==> config.mk <==
export PLATFORM = sky130hd
export DESIGN_NAME = periodic_timeout_task_table_flat
export DESIGN_NICKNAME = d
export VERILOG_FILES = /design/src/hdl/ptt_pkg.sv /design/src/hdl/ptt_if.sv /design/src/hdl/periodic_timeout_task_table.sv /design/src/hdl/ptt_cell.sv /design/src/hdl/ptt_head.sv /design/src/flat_wrapper.sv
export SDC_FILE = /design/constraint.sdc
export NUM_CORES = 1
export LEC_CHECK = 0
export ABC_CLOCK_PERIOD_IN_PS = 129400
export BUFFER_PORTS_ARGS = -buffer_cell sky130_fd_sc_hd__buf_2
export CAP_MARGIN = 20
export CORE_ASPECT_RATIO = 0.9
export CORE_MARGIN = 4
export CORE_UTILIZATION = 45
export CTS_CLUSTER_DIAMETER = 50
export DETAILED_ROUTE_END_ITERATION = 10
export SYNTH_ARGS = -nofsm -noshare
export SYNTH_HDL_FRONTEND = slang
export SYNTH_HIERARCHICAL = 1
export SYNTH_SLANG_ARGS = --single-unit
==> constraint.sdc <==
create_clock -name clock -period 129.4 [get_ports clock]
set_clock_uncertainty 0.1 [all_clocks]
set_input_delay 19.41 -clock clock [delete_from_list [all_inputs] [get_ports clock]]
set_output_delay 19.41 -clock clock [all_outputs]
set_load 0.02 [all_outputs]
==> src/hdl/ptt_pkg.sv <==
package ptt_pkg;

   localparam int SLOTS      = 16;
   localparam int COUNT_BITS = 32;
   localparam int PERIOD_BITS = 32;
   localparam int ID_BITS    = 4;

   localparam int SLOT_BITS = (SLOTS > 1) ? $clog2(SLOTS) : 1;
   localparam int IDW       = (SLOT_BITS > ID_BITS) ? SLOT_BITS : ID_BITS;
   localparam int CMP_BITS  = (COUNT_BITS > PERIOD_BITS) ? COUNT_BITS : PERIOD_BITS;

   localparam logic [1:0] REQ_TICK         = 2'd0;
   localparam logic [1:0] REQ_ADD_PERIODIC = 2'd1;
   localparam logic [1:0] REQ_ADD_ONE_SHOT = 2'd2;
   localparam logic [1:0] REQ_DELETE       = 2'd3;

   localparam logic [1:0] KIND_ADD  = 2'd0;
   localparam logic [1:0] KIND_DEL  = 2'd1;
   localparam logic [1:0] KIND_FIRE = 2'd2;

   localparam logic [1:0] ST_OK         = 2'd0;
   localparam logic [1:0] ST_FULL       = 2'd1;
   localparam logic [1:0] ST_NOT_FOUND  = 2'd2;
   localparam logic [1:0] ST_BAD_PERIOD = 2'd3;

   typedef struct packed {
      logic                   valid;
      logic                   one_shot;
      logic [PERIOD_BITS-1:0] period;
      logic [COUNT_BITS-1:0]  count;
   } slot_type;

   typedef struct packed {
      logic fire;
      logic claim;
      logic hit;
   } ev_type;

   typedef struct packed {
      logic [1:0]         kind;
      logic [ID_BITS-1:0] slot_id;
      logic [1:0]         status;
   } res_type;

   function automatic logic [ID_BITS-1:0] to_id(input logic [SLOT_BITS-1:0] idx);
      logic [IDW-1:0] w;
      w = IDW'(idx);
      return w[ID_BITS-1:0];
   endfunction

endpackage

==> src/hdl/ptt_if.sv <==
interface ptt_req_if;
   logic        valid;
   logic        ready;
   logic [1:0]  req_type;
   logic [31:0] period;
   logic [3:0]  handle;

   modport source (output valid, output req_type, output period, output handle, input ready);
   modport sink   (input valid, input req_type, input period, input handle, output ready);
endinterface

interface ptt_rsp_if;
   logic       valid;
   logic       ready;
   logic [1:0] kind;
   logic [3:0] slot_id;
   logic [1:0] status;
   logic       last;

   modport source (output valid, output kind, output slot_id, output status, output last,
                   input ready);
   modport sink   (input valid, input kind, input slot_id, input status, input last,
                   output ready);
endinterface

==> src/hdl/periodic_timeout_task_table.sv <==
// channel | dir | word                                   | accepted when
// req_ch  | in  | req_type, period, handle               | valid & ready
// rsp_ch  | out | kind, slot_id, status, last            | valid & ready
//
// Slots sit in a ring of cells; every request but a zero-period add rotates the ring
// once, one slot per cycle through the head logic unless the output stalls the walk:
// states idle, walk (each slot in turn) and finish; a zero-period add skips the walk.
// Reset clears slot valid marks, the control state and rsp valid. req ready is high
// only while idle; rsp is a register. A held rsp word stalls the walk when another fire
// word needs the output, and the finish state until the final word loads.
module periodic_timeout_task_table (
   input logic       clock,
   input logic       reset,
   ptt_req_if.sink   req_ch,
   ptt_rsp_if.source rsp_ch
);
   import ptt_pkg::*;

   typedef enum logic [1:0] {S_IDLE, S_WALK, S_FINISH} state_type;

   state_type              state_ff;
   logic [1:0]             op_ff;
   logic [PERIOD_BITS-1:0] period_ff;
   logic [3:0]             handle_ff;
   logic [SLOT_BITS-1:0]   step_ff;
   logic                   pend_valid_ff;
   res_type                pend_ff;
   logic                   rsp_valid_ff;
   res_type                rsp_res_ff;
   logic                   rsp_last_ff;

   slot_type               ring_q [SLOTS];
   slot_type               head_d;
   ev_type                 ev;
   logic                   out_free;
   logic                   advance;
   logic                   shift;
   logic                   rsp_load;

   assign out_free = !rsp_valid_ff || rsp_ch.ready;
   assign advance  = !(ev.fire && pend_valid_ff && !out_free);
   assign shift    = (state_ff == S_WALK) && advance;
   assign rsp_load = ((state_ff == S_WALK) && advance && ev.fire && pend_valid_ff) ||
                     ((state_ff == S_FINISH) && pend_valid_ff && out_free);

   for (genvar j = 0; j < SLOTS; j++) begin : g_ring
      slot_type nxt;
      if (j == SLOTS - 1) begin : g_tail
         assign nxt = head_d;
      end else begin : g_mid
         assign nxt = ring_q[j+1];
      end
      ptt_cell u_cell (
         .clock    (clock),
         .reset    (reset),
         .shift    (shift),
         .slot_in  (nxt),
         .slot_out (ring_q[j])
      );
   end

   ptt_head u_head (
      .slot_q  (ring_q[0]),
      .op      (op_ff),
      .period  (period_ff),
      .handle  (handle_ff),
      .step    (step_ff),
      .claimed (pend_ff.status == ST_OK),
      .slot_d  (head_d),
      .ev      (ev)
   );

   always_ff @(posedge clock) begin
      if (reset) begin
         state_ff      <= S_IDLE;
         pend_valid_ff <= 1'b0;
         rsp_valid_ff  <= 1'b0;
      end else begin
         rsp_valid_ff <= rsp_load || (rsp_valid_ff && !rsp_ch.ready);
         unique case (state_ff)
            S_IDLE: begin
               if (req_ch.valid) begin
                  op_ff     <= req_ch.req_type;
                  period_ff <= req_ch.period;
                  handle_ff <= req_ch.handle;
                  step_ff   <= '0;
                  state_ff  <= S_WALK;
                  unique case (req_ch.req_type)
                     REQ_TICK: begin
                        pend_valid_ff <= 1'b0;
                     end
                     REQ_ADD_PERIODIC, REQ_ADD_ONE_SHOT: begin
                        pend_valid_ff <= 1'b1;
                        if (req_ch.period == '0) begin
                           pend_ff  <= '{kind: KIND_ADD, slot_id: '0, status: ST_BAD_PERIOD};
                           state_ff <= S_FINISH;
                        end else begin
                           pend_ff <= '{kind: KIND_ADD, slot_id: '0, status: ST_FULL};
                        end
                     end
                     REQ_DELETE: begin
                        pend_valid_ff <= 1'b1;
                        pend_ff <= '{kind: KIND_DEL, slot_id: req_ch.handle,
                                     status: ST_NOT_FOUND};
                     end
                     default: begin
                        pend_valid_ff <= 1'b0;
                     end
                  endcase
               end
            end
            S_WALK: begin
               if (advance) begin
                  step_ff <= step_ff + 1'b1;
                  if (step_ff == SLOT_BITS'(SLOTS - 1)) state_ff <= S_FINISH;
                  if (ev.fire) begin
                     if (pend_valid_ff) begin
                        rsp_res_ff   <= pend_ff;
                        rsp_last_ff  <= 1'b0;
                     end
                     pend_valid_ff <= 1'b1;
                     pend_ff <= '{kind: KIND_FIRE, slot_id: to_id(step_ff), status: ST_OK};
                  end
                  if (ev.claim) begin
                     pend_ff.slot_id <= to_id(step_ff);
                     pend_ff.status  <= ST_OK;
                  end
                  if (ev.hit) pend_ff.status <= ST_OK;
               end
            end
            S_FINISH: begin
               if (!pend_valid_ff) begin
                  state_ff <= S_IDLE;
               end else if (out_free) begin
                  rsp_res_ff    <= pend_ff;
                  rsp_last_ff   <= 1'b1;
                  pend_valid_ff <= 1'b0;
                  state_ff      <= S_IDLE;
               end
            end
            default: begin
               state_ff <= S_IDLE;
            end
         endcase
      end
   end

   assign req_ch.ready   = (state_ff == S_IDLE);
   assign rsp_ch.valid   = rsp_valid_ff;
   assign rsp_ch.kind    = rsp_res_ff.kind;
   assign rsp_ch.slot_id = rsp_res_ff.slot_id;
   assign rsp_ch.status  = rsp_res_ff.status;
   assign rsp_ch.last    = rsp_last_ff;

`ifndef NO_ASSERTIONS
   a_idle_no_pend: assert property (@(posedge clock) disable iff (reset)
      (state_ff == S_IDLE) |-> !pend_valid_ff)
      else $error("pending word left while idle");

   a_stall_holds_ring: assert property (@(posedge clock) disable iff (reset)
      (state_ff == S_WALK && !advance) |=> $stable(step_ff) && (state_ff == S_WALK))
      else $error("walk moved during output stall");

   a_fire_drains: assert property (@(posedge clock) disable iff (reset)
      (state_ff == S_WALK && advance && ev.fire && pend_valid_ff) |=> rsp_valid_ff)
      else $error("earlier fire word dropped");
`endif
endmodule

==> src/hdl/ptt_cell.sv <==
module ptt_cell (
   input  logic              clock,
   input  logic              reset,
   input  logic              shift,
   input  ptt_pkg::slot_type slot_in,
   output ptt_pkg::slot_type slot_out
);
   import ptt_pkg::*;

   logic                   valid_ff;
   logic                   one_shot_ff;
   logic [PERIOD_BITS-1:0] period_ff;
   logic [COUNT_BITS-1:0]  count_ff;

   always_ff @(posedge clock) begin
      if (reset) begin
         valid_ff    <= 1'b0;
         one_shot_ff <= 1'b0;
      end else if (shift) begin
         valid_ff    <= slot_in.valid;
         one_shot_ff <= slot_in.one_shot;
      end
   end

   always_ff @(posedge clock) begin
      if (shift) begin
         period_ff <= slot_in.period;
         count_ff  <= slot_in.count;
      end
   end

   assign slot_out = '{valid: valid_ff, one_shot: one_shot_ff,
                       period: period_ff, count: count_ff};
endmodule

==> src/hdl/ptt_head.sv <==
module ptt_head (
   input  ptt_pkg::slot_type           slot_q,
   input  logic [1:0]                  op,
   input  logic [31:0]                 period,
   input  logic [3:0]                  handle,
   input  logic [ptt_pkg::SLOT_BITS-1:0] step,
   input  logic                        claimed,
   output ptt_pkg::slot_type           slot_d,
   output ptt_pkg::ev_type             ev
);
   import ptt_pkg::*;

   logic [COUNT_BITS-1:0] cnt_inc;
   logic                  match;

   assign cnt_inc = slot_q.count + 1'b1;
   assign match   = (CMP_BITS'(cnt_inc) == CMP_BITS'(slot_q.period));

   always_comb begin
      slot_d = slot_q;
      ev     = '0;
      unique case (op)
         REQ_TICK: begin
            if (slot_q.valid) begin
               slot_d.count = cnt_inc;
               if (match) begin
                  slot_d.count = '0;
                  ev.fire      = 1'b1;
                  if (slot_q.one_shot) slot_d.valid = 1'b0;
               end
            end
         end
         REQ_ADD_PERIODIC, REQ_ADD_ONE_SHOT: begin
            if (!slot_q.valid && !claimed) begin
               slot_d.valid    = 1'b1;
               slot_d.one_shot = (op == REQ_ADD_ONE_SHOT);
               slot_d.period   = period;
               slot_d.count    = '0;
               ev.claim        = 1'b1;
            end
         end
         REQ_DELETE: begin
            if (slot_q.valid && (IDW'(handle) == IDW'(step))) begin
               slot_d.valid    = 1'b0;
               slot_d.one_shot = 1'b0;
               ev.hit          = 1'b1;
            end
         end
         default: begin
            slot_d = slot_q;
         end
      endcase
   end
endmodule

==> src/flat_wrapper.sv <==
// flat-port wrapper written by rule: the top's interface ports become plain ports
module periodic_timeout_task_table_flat import ptt_pkg::*;
  (clock, reset, req_ch_valid, req_ch_req_type, req_ch_period, req_ch_handle, req_ch_ready, rsp_ch_valid, rsp_ch_kind, rsp_ch_slot_id, rsp_ch_status, rsp_ch_last, rsp_ch_ready);
  ptt_req_if req_ch_i ();
  ptt_rsp_if rsp_ch_i ();
  input logic clock;
  input logic reset;
  input wire logic [$bits(req_ch_i.valid)-1:0] req_ch_valid;
  input wire logic [$bits(req_ch_i.req_type)-1:0] req_ch_req_type;
  input wire logic [$bits(req_ch_i.period)-1:0] req_ch_period;
  input wire logic [$bits(req_ch_i.handle)-1:0] req_ch_handle;
  output wire logic [$bits(req_ch_i.ready)-1:0] req_ch_ready;
  output wire logic [$bits(rsp_ch_i.valid)-1:0] rsp_ch_valid;
  output wire logic [$bits(rsp_ch_i.kind)-1:0] rsp_ch_kind;
  output wire logic [$bits(rsp_ch_i.slot_id)-1:0] rsp_ch_slot_id;
  output wire logic [$bits(rsp_ch_i.status)-1:0] rsp_ch_status;
  output wire logic [$bits(rsp_ch_i.last)-1:0] rsp_ch_last;
  input wire logic [$bits(rsp_ch_i.ready)-1:0] rsp_ch_ready;
  assign req_ch_i.valid = req_ch_valid;
  assign req_ch_i.req_type = req_ch_req_type;
  assign req_ch_i.period = req_ch_period;
  assign req_ch_i.handle = req_ch_handle;
  assign req_ch_ready = req_ch_i.ready;
  assign rsp_ch_valid = rsp_ch_i.valid;
  assign rsp_ch_kind = rsp_ch_i.kind;
  assign rsp_ch_slot_id = rsp_ch_i.slot_id;
  assign rsp_ch_status = rsp_ch_i.status;
  assign rsp_ch_last = rsp_ch_i.last;
  assign rsp_ch_i.ready = rsp_ch_ready;
  periodic_timeout_task_table u_core (.clock(clock), .reset(reset), .req_ch(req_ch_i), .rsp_ch(rsp_ch_i));
endmodule
==> metrics list, run 1 <==
- Slew of the pin with the lowest slew margin: 1190 ps
- Width of the die: 312 um
- Reg2reg end: u_core/g_ring[2].u_cell/period_ff[7]
* Post-synthesis compound-gate area fraction: 2.30%
- Endpoint of the worst setup timing path: u_core/g_ring[2].u_cell/period_ff[7]
* Main synth FF type: edfxtp_1
- The setup check on the worst reg-to-reg path leaves a slack of 121290 ps.
- Unrepaired setup endpoints after global routing: false
* Slew Limit Headroom: 20.4%
- The repair_antennas step left the layout with diodes totalling 0.
* Post-synthesis net count: 1797
- Measured against the total synthesized area, the mux share comes to 1.89%.
* Hold slack final: 305 ps
- Final layout net count: 1909
* Number of flops mapped to enable cells by yosys: 1083
* # Post-CTS Setup Buffers: 0
* CP Data Required Time: 129570 ps
- DRC violations left: 0
- Number of register bits inferred by synthesis: 1119
* Number of library cell types mapped by synthesis: 82
* CTS Buffer Depth: 3
- For this run, the number of Yosys warnings is 6.
- After clock tree synthesis, the clock-pin slew on the worst setup and hold paths is 60 ps.
* Crit Path Max Fanout: 209
- Final slew viol count: 0
- Clk root buf: clkbuf_16
- Max Freq: 0.0418 GHz
* Routed vias/inst: 5.07
* Clock tree from TritonCTS: yes
- Count of hold buffers inserted by post-cts repair: 0
- The first detailed-routing pass ran for 5 iterations.
- Series of cell instances along the critical path: buf_2, nor2b_4, a31oi_4, buf_4, buf_4, buf_4, buf_12
- The worst-case IR drop observed on VDD is 0.0119 mV.
* Most used cell, CP: buf_4
- CP startpoint kind: primary input
* Count of endpoints failing hold in the final timing report: 0
* Element type at the critical path end: flip-flop
- Final design area excluding fillers: 42700 um2
* Crit share post-route: 18.5%
- After synthesis, the mean cell area works out to 21.5 um2.
- Reg2reg start: u_core/g_ring[0].u_cell/count_ff[14]
- Pin count of the biggest net entering global routing: 213
- Die H: 282 um
- Summing the areas of all xor and xnor instances in the mapped netlist gives 1.12% of the synthesized area.
- Latest clock arrival within the worst-skew pair: 670 ps
- Worst R2R Path Depth: 12
- Leakage power total: 13.7 nW
* Number of clock buffers inserted by TritonCTS: 112
* Total number of vias: 15.3k
* Crit path arrival time: 24080 ps
- Across every metal layer, demand over resource in global routing totals 12.6%.
* Number of nets still failing antenna checks after routing: 0
* Proportion of register bits with asynchronous set or reset after synthesis: 0%
* Count of buffers inserted at the top-level ports: 52
* Number of H-tree branching levels: 3
- The path class of the tightest hold or removal check is flip-flop to flip-flop.
- The die covers 87900 um2.
* Delay of the slowest critical-path stage: 940 ps
- For this design, the slowest cell found on the critical path is buf_4.
- After the first detailed-routing iteration, the DRC count stood at 1384.
* Starting density of the core: 45.4%
- Total standard cell area after synthesis: 37500 um2
* Fraction of layout instances using a drive strength above 1: 15.4%
- After floorplanning, the core was divided into 100 placement rows.
* Clock net sink count: 1119
- The flow ran to the end, and the final reports show no timing, DRC or antenna violations.
- Setup Slack @ Placement: 104740 ps
* # Max-Cap Violations: 0
- Total of endpoints with negative setup slack in the final report: 0
* Number of antenna violations at the first check in global routing: 3
- After routing, the total negative slack on setup checks comes to 0 ps.
- Synthesis produced a netlist whose cell count is 1744.
* Remaining global-route overflow: 0
* Global-route wire length before repair: 86500 um
- At the end of the flow the core is filled with cells to 51.7%.
* Number of top-level pins: 53
* Sequential fraction of the synthesis area: 88.7%
- After clock tree synthesis, the repair step resized 0 gates.
- Setup WS post-layout: 105490 ps
* Clock period minus final worst setup slack: 23910 ps
- Dominant combinational cell family by area after synthesis: simple AND/OR/NAND/NOR gates
* Weighted congestion reported at the end of routability-driven placement: 0.870
- Of the total synthesized cell area, the portion taken by full adders, half adders and majority gates is 0.367%.
- The number of global-route vias before repair was 15.0k.
* DPL Wire Length: 32000 um
- Total core area: 82600 um2
- Layout area overhead: 13.9%
- After detailed routing, the average wire length per cell comes to 18.5 um.
- For this design the ratio of total power to cell area is 19.7 nW/um2.
- Area share of and/or/nand/nor cells after synthesis: 4.22%
- Worst setup path startpoint: rsp_ch_ready
* Total Wirelength: 56000 um
* WS Path Type: primary input to flip-flop
- The placed instances occupy a cell area of 38800 um2.
-- kinds of logic (layout without fill, tap and decap cells) --
group	Yosys count	after routing
compound gates	112	112
xor+xnor	46	46
fa+ha+maj	11	11
buf+inv	92	299
flops	1119	1119
mux	67	67
simple gates	297	297
-- worst min-delay path by stage --
stage,startpoint,depth (start not counted),endpoint
final,u_core/g_ring[8].u_cell/count_ff[12],0,u_core/g_ring[7].u_cell/count_ff[12]
after global routing,u_core/g_ring[8].u_cell/count_ff[12],0,u_core/g_ring[7].u_cell/count_ff[12]
after floorplan,u_core/g_ring[1].u_cell/count_ff[0],0,u_core/g_ring[0].u_cell/count_ff[0]
after detailed placement,u_core/g_ring[1].u_cell/count_ff[19],0,u_core/g_ring[0].u_cell/count_ff[19]
after global placement,u_core/g_ring[15].u_cell/count_ff[11],0,u_core/g_ring[14].u_cell/count_ff[11]
after CTS,u_core/g_ring[8].u_cell/count_ff[12],0,u_core/g_ring[7].u_cell/count_ff[12]
-- state kept, by name, summed over array words and instances (netlist names), 2 cells and up --
| register | count |
|---|---|
| u_core/g_ring.u_cell/count_ff | 512 |
| u_core/g_ring.u_cell/one_shot_ff | 16 |
| u_core/g_ring.u_cell/period_ff | 512 |
| u_core/g_ring.u_cell/valid_ff | 16 |
| u_core/handle_ff | 4 |
| u_core/op_ff | 2 |
| u_core/pend_ff | 8 |
| u_core/period_ff | 32 |
| u_core/rsp_ch.kind | 2 |
| u_core/rsp_ch.slot_id | 4 |
| u_core/rsp_ch.status | 2 |
| u_core/state_ff | 2 |
| u_core/step_ff | 4 |
-- synth_stat cells, drive strengths merged, types with 4 or more instances --
master	count	area share [%]
a21o	5	0.10
nor3	10	0.15
or2	5	0.084
and3	9	0.15
mux2	31	0.93
o21a	4	0.080
o21ai	24	0.33
or3	10	0.17
dfxtp	36	1.9
a21oi	20	0.31
nand4	30	0.52
nor4	19	0.35
nand4b	4	0.094
o311ai	5	0.20
ha	11	0.37
nand3	48	0.65
a2111oi	4	0.094
xor2	14	0.33
nand3b	4	0.080
a31oi	8	0.13
and2	6	0.10
o211ai	7	0.18
mux2i	36	0.96
nor2b	7	0.14
o31ai	4	0.094
clkbuf	15	0.15
nand2	59	0.60
nor2	66	0.66
edfxtp	1083	87
nand2b	5	0.084
inv	23	0.23
buf	54	0.98
or4	4	0.090
xnor2	31	0.72
a22o	7	0.16
-- layer usage --
metal | vias up | global-route usage (%) | share of wire (%) | wire length [um]
met4 | 0 | 4.21 | 2.7 | 1530
met3 | 121 | 2.59 | 4.4 | 2440
met5 | - | 0 | 0 | 0
met1 | 7746 | 19.5 | 50 | 27800
li1 | 7076 | - | - | -
met2 | 369 | 18.1 | 43 | 24300
-- power by group --
part	switching [mW]	total (mW)	leakage [nW]	internal, mW
clock network	0.132	0.325	1.84	0.193
logic	0.0329	0.0434	1.59	0.0105
registers	0.0151	0.471	10.3	0.456
total	0.180	0.839	13.7	0.660
-- metrics by stage --
step,total power [mW],cells
after global placement,0.519,2811
final,0.839,3022
after detailed placement,0.522,2811
after global routing,0.875,3022
after floorplan,0.635,1744
after CTS,0.851,3020
-- critical path: cells and delay by family --
| family | cells | cell delay [ps] |
|---|---|---|
| AND/OR/NAND/NOR | 1 | 60 |
| AO/OA/AOI/OAI | 1 | 790 |
| buffers and inverters | 5 | 3420 |
-- final cells by class --
| cell class | count | area, um2 |
|---|---|---|
| inverters | 23 | 86.3 |
| fillers | 6426 | 39900 |
| multi-input cells | 533 | 3740 |
| repair buffers | 67 | 430 |
| clock buffers | 137 | 2940 |
| well taps | 1071 | 1340 |
| flip-flops and latches | 1119 | 33200 |
| clock inverters | 72 | 880 |
-- layout by cell type, fill, tap and decap left out, drive strengths merged, types with 8 or more instances in the layout --
cell type / count
inv: 28
nor4: 19
mux2: 31
ha: 11
xor2: 14
nor3: 10
o21ai: 24
dfxtp: 36
nor2: 66
and3: 9
xnor2: 31
or3: 10
a31oi: 8
nand2: 59
clkbuf: 137
bufinv: 15
nand4: 30
buf: 67
clkinv: 45
nand3: 48
edfxtp: 1083
a21oi: 20
mux2i: 36
Note: power is estimated with default switching activity, not from simulation.
==> run 2, diff against run 1 <==
ABC_AREA = 1   (was default)
ABC_CLOCK_PERIOD_IN_PS = 22100   (was 129400)
clock period = 22.1 ns   (was 129.4 ns; I/O delays follow)
==> run 2 against run 1 <==
Against the previous run: clock power grew to 5.2 times the previous value; register-to-register slack worse by 110000 ps; die area rose by 2.5%; critical path type unchanged; critical endpoint is now u_core/g_ring[4].u_cell/count_ff[15].
==> metrics list, run 2 <==
- Run status: finished, final reports clean
- The global-route wire length before repair is 92200 um (+6.5%).
- Max Freq: 0.138 GHz
- The clock latency at the later pin of the worst-skew pair is 670 ps (about the same).
- Number of clock buffers inserted by TritonCTS: 106 (-5.4%)
- The placeable core area came to 84500 um2 (+2.4%).
- Initial DRC Count: 1526 (+10%)
- The worst setup slack for register-to-register paths came to 15160 ps (-106130 ps).
- In this run the most critical hold path is launched from u_core/g_ring[12].u_cell/count_ff[9].
- Number of global-route vias before repair: 16.7k (+11%)
- The overall fraction of global-route tracks in use is 13.1% (+0.52 points).
- Total standard cell area after synthesis: 38400 um2 (+2.6%)
* Setup Slack @ Placement: 14160 ps (-90580 ps)
* Largest area contributor in the netlist: edfxtp_1
- The half-perimeter wire length of the detailed placement result is 35100 um (+9.5%).
- # Max-Cap Violations: 0 (unchanged)
* # Post-CTS Setup Buffers: 0 (unchanged)
- Total number of vias: 17.5k (+14%)
* Setup TNS: 0 ps (unchanged)
* Routed vias/inst: 4.83 (-4.6%)
* Largest vdd supply drop: 0.106 mV (+800%)
- Clock transition at the registers of the reported paths: 60 ps (about the same)
- The standby leakage power was 15.0 nW (+9.0%).
- The startpoint identified for the worst register-to-register timing path is u_core/g_ring[0].u_cell/count_ff[0].
- The quantity of gates resized following cts came to 0 (unchanged).
- Element type at the critical path end: flip-flop
- Clock tree from TritonCTS: yes
- Crit Path Max Fanout: 222 (+6.2%)
- The sum of routed wire length over all layers is 59500 um (+6.3%).
* Registers with the most flip-flops: u_core/g_ring.u_cell/count_ff: 512 flops, u_core/g_ring.u_cell/period_ff: 512 flops, u_core/period_ff: 32 flops
* TritonRoute pass-1 iters: 5 (unchanged)
- Number of antenna violations at the first check in global routing: 3 (unchanged)
- Number of flops mapped to enable cells by yosys: 1083 (unchanged)
- CTS Buffer Depth: 3 (unchanged)
- Count of buffers inserted at the top-level ports: 52 (unchanged)
- For hold timing, the worst endpoint is u_core/g_ring[11].u_cell/count_ff[9].
- The power density over the cells was 143 nW/um2 (+630%).
- Setup WS post-layout: 14830 ps (-90660 ps)
- Slew Limit Headroom: 17.6% (-2.8 points)
- Post-synthesis net count: 2333 (+30%)
* Reg2reg end: u_core/g_ring[4].u_cell/count_ff[15]
- The sequential share of the synthesized area came to 86.5% (-2.2 points).
- Leading post-synthesis cells by cell area: edfxtp_1 (85%), nand2_1 (4.3%), nor2_1 (2.0%)
* Crit share post-route: 32.9%
* Number of top-level pins: 53 (unchanged)
- WS Path Type: primary input to flip-flop
- The post-route antenna net violation count is 0 (unchanged).
* CP startpoint kind: primary input
- FP Rows: 101 (+1.0%)
* Weighted congestion reported at the end of routability-driven placement: 0.872 (+0.28%)
* Clock net sink count: 1119 (unchanged)
- Crit path arrival time: 7440 ps (-16640 ps)
- Unrepaired setup endpoints after global routing: false
- Fraction of layout instances using a drive strength above 1: 10.1% (-5.3 points)
* Area share of the largest cell type after synthesis: 84.6% (-2.2 points)
- Pin count of the biggest net entering global routing: 223 (+4.7%)
- The yosys synthesis warning count was 6 (unchanged).
- Width of the die: 316 um (+1.2%)
- The distinct cell type count of the synthesized netlist is 39 (-52%).
* Final layout net count: 2444 (+28%)
- Post-Syn Instances: 2280 (+31%)
- Number of register bits inferred by synthesis: 1119 (unchanged)
- Leaving out fill and tap cells, the most frequent cells in the layout are edfxtp_1 (1083), nand2_1 (440), nor2_1 (205).
- Worst R2R Path Depth: 18 (+6)
- The tightest min-delay check is of the flip-flop to flip-flop type.
- Most frequent standard cell in the layout excluding fill and tap cells: edfxtp_1
- Count of endpoints failing hold in the final timing report: 0 (unchanged)
- Proportion of register bits with asynchronous set or reset after synthesis: 0% (unchanged)
- Count of hold buffers inserted by post-cts repair: 0 (unchanged)
- Total of endpoints with negative setup slack in the final report: 0 (unchanged)
* CP Data Required Time: 22270 ps (-107300 ps)
- The DRC violation count after routing came to 0 (unchanged).
- Starting density of the core: 45.4% (+0.082 points)
* Floorplan die area: 90100 um2 (+2.5%)
* Layout area overhead: 12.6%
- In the post-synthesis netlist, the cell with the most instances is edfxtp_1.
- The clock period could shrink to 7270 ps.
- Number of H-tree branching levels: 3 (unchanged)
- The synthesized area per cell was 16.9 um2 (-22%).
* Main synth FF type: edfxtp_1
- Slew of the pin with the lowest slew margin: 1240 ps (+42.0 ps)
- The number of pins with negative max-slew slack in the final report is 0 (unchanged).
- Routed WL per cell: 16.5 um (-11%)
- The tree is rooted in a clkbuf_16.
- Sorting the synthesized cells by how often they occur yields edfxtp_1 (1083), nand2_1 (440), nor2_1 (206), inv_1 (152), nand3_1 (77).
- The number of cells on the worst hold path came to 0 (unchanged).
* Die H: 285 um (+1.2%)
* Remaining global-route overflow: 0 (unchanged)
-- run 2: cell count changes after synthesis, moves of 20 or more --
cell     change
nand3_1     +30
xnor2_1     -28
nand4_1     -20
mux2i_1     -36
inv_1      +129
nand2_1    +382
nor2_1     +140
mux2_2      -31
a31oi_1     +25
a21oi_1     +50
-- run 2: worst max path at each step --
| stage | end | start | slack [ps] | cells past startpoint |
|---|---|---|---|---|
| 2_1_floorplan | u_core/g_ring[0].u_cell/count_ff[0] | rsp_ch_ready | 10 | 2 |
| 3_3_place_gp | u_core/g_ring[5].u_cell/period_ff[7] | rsp_ch_ready | 14350 | 7 |
| 3_5_place_dp | u_core/g_ring[7].u_cell/period_ff[6] | rsp_ch_ready | 14160 | 7 |
| 4_1_cts | u_core/g_ring[4].u_cell/period_ff[8] | rsp_ch_ready | 14920 | 7 |
| 5_1_grt | u_core/g_ring[13].u_cell/count_ff[1] | rsp_ch_ready | 14570 | 7 |
| 6_report | u_core/g_ring[4].u_cell/count_ff[15] | rsp_ch_ready | 14830 | 7 |
-- run 2: final cells by class --
cell class	count	area (um2)
diodes	3	7.51
inverters	160	601
fillers	6815	41300
repair buffers	72	468
clock buffers	134	2800
well taps	1133	1420
multi-input cells	932	4200
clock inverters	63	542
flip-flops and latches	1119	33200
-- run 2: cells by family after synthesis --
logic type,count (synthesis),share of synthesized area (%)
AOI/OAI and AO/OA,143,2.05
xor gates and xnor gates,12,0.274
adders and majority gates,11,0.358
buffers and inverters,229,2.62
DFF,1119,86.5
and+or+nand+nor,766,8.17
-- run 2: power by group --
part           total (mW)  switching (mW)  internal [mW]
combinational       0.819           0.646          0.173
sequential           3.68           0.251           3.43
clock                1.70           0.732          0.971
total                6.20            1.63           4.57
-- run 2: per-stage QoR --
step                hold WS, ps  instances  total power [mW]  util, %  area, um2
floorplan                   300       2280              4.88        -      38400
global placement            300       3414              4.49     47.2      39900
detailed placement          305       3414              4.54     47.2      39900
CTS                         298       3611              6.28     51.1      43200
global route                313       3613              6.53     51.2      43300
finish                      293       3616              6.20     51.2      43300
-- run 2: critical path, stage by stage --
cell and delay (ps):
buf_2 100, nor2_4 50, a31oi_4 160, buf_4 750, buf_4 920, buf_4 890, buf_12 720
-- run 2: metal layers --
metal  vias to the layer above  track usage [%]  share of wire (%)
met5                         -                0                  0
met4                         0             5.14                3.0
met3                       122             2.42                5.0
met2                       414             18.5                 42
met1                      8546             20.4                 50
li1                       8400                -                  -
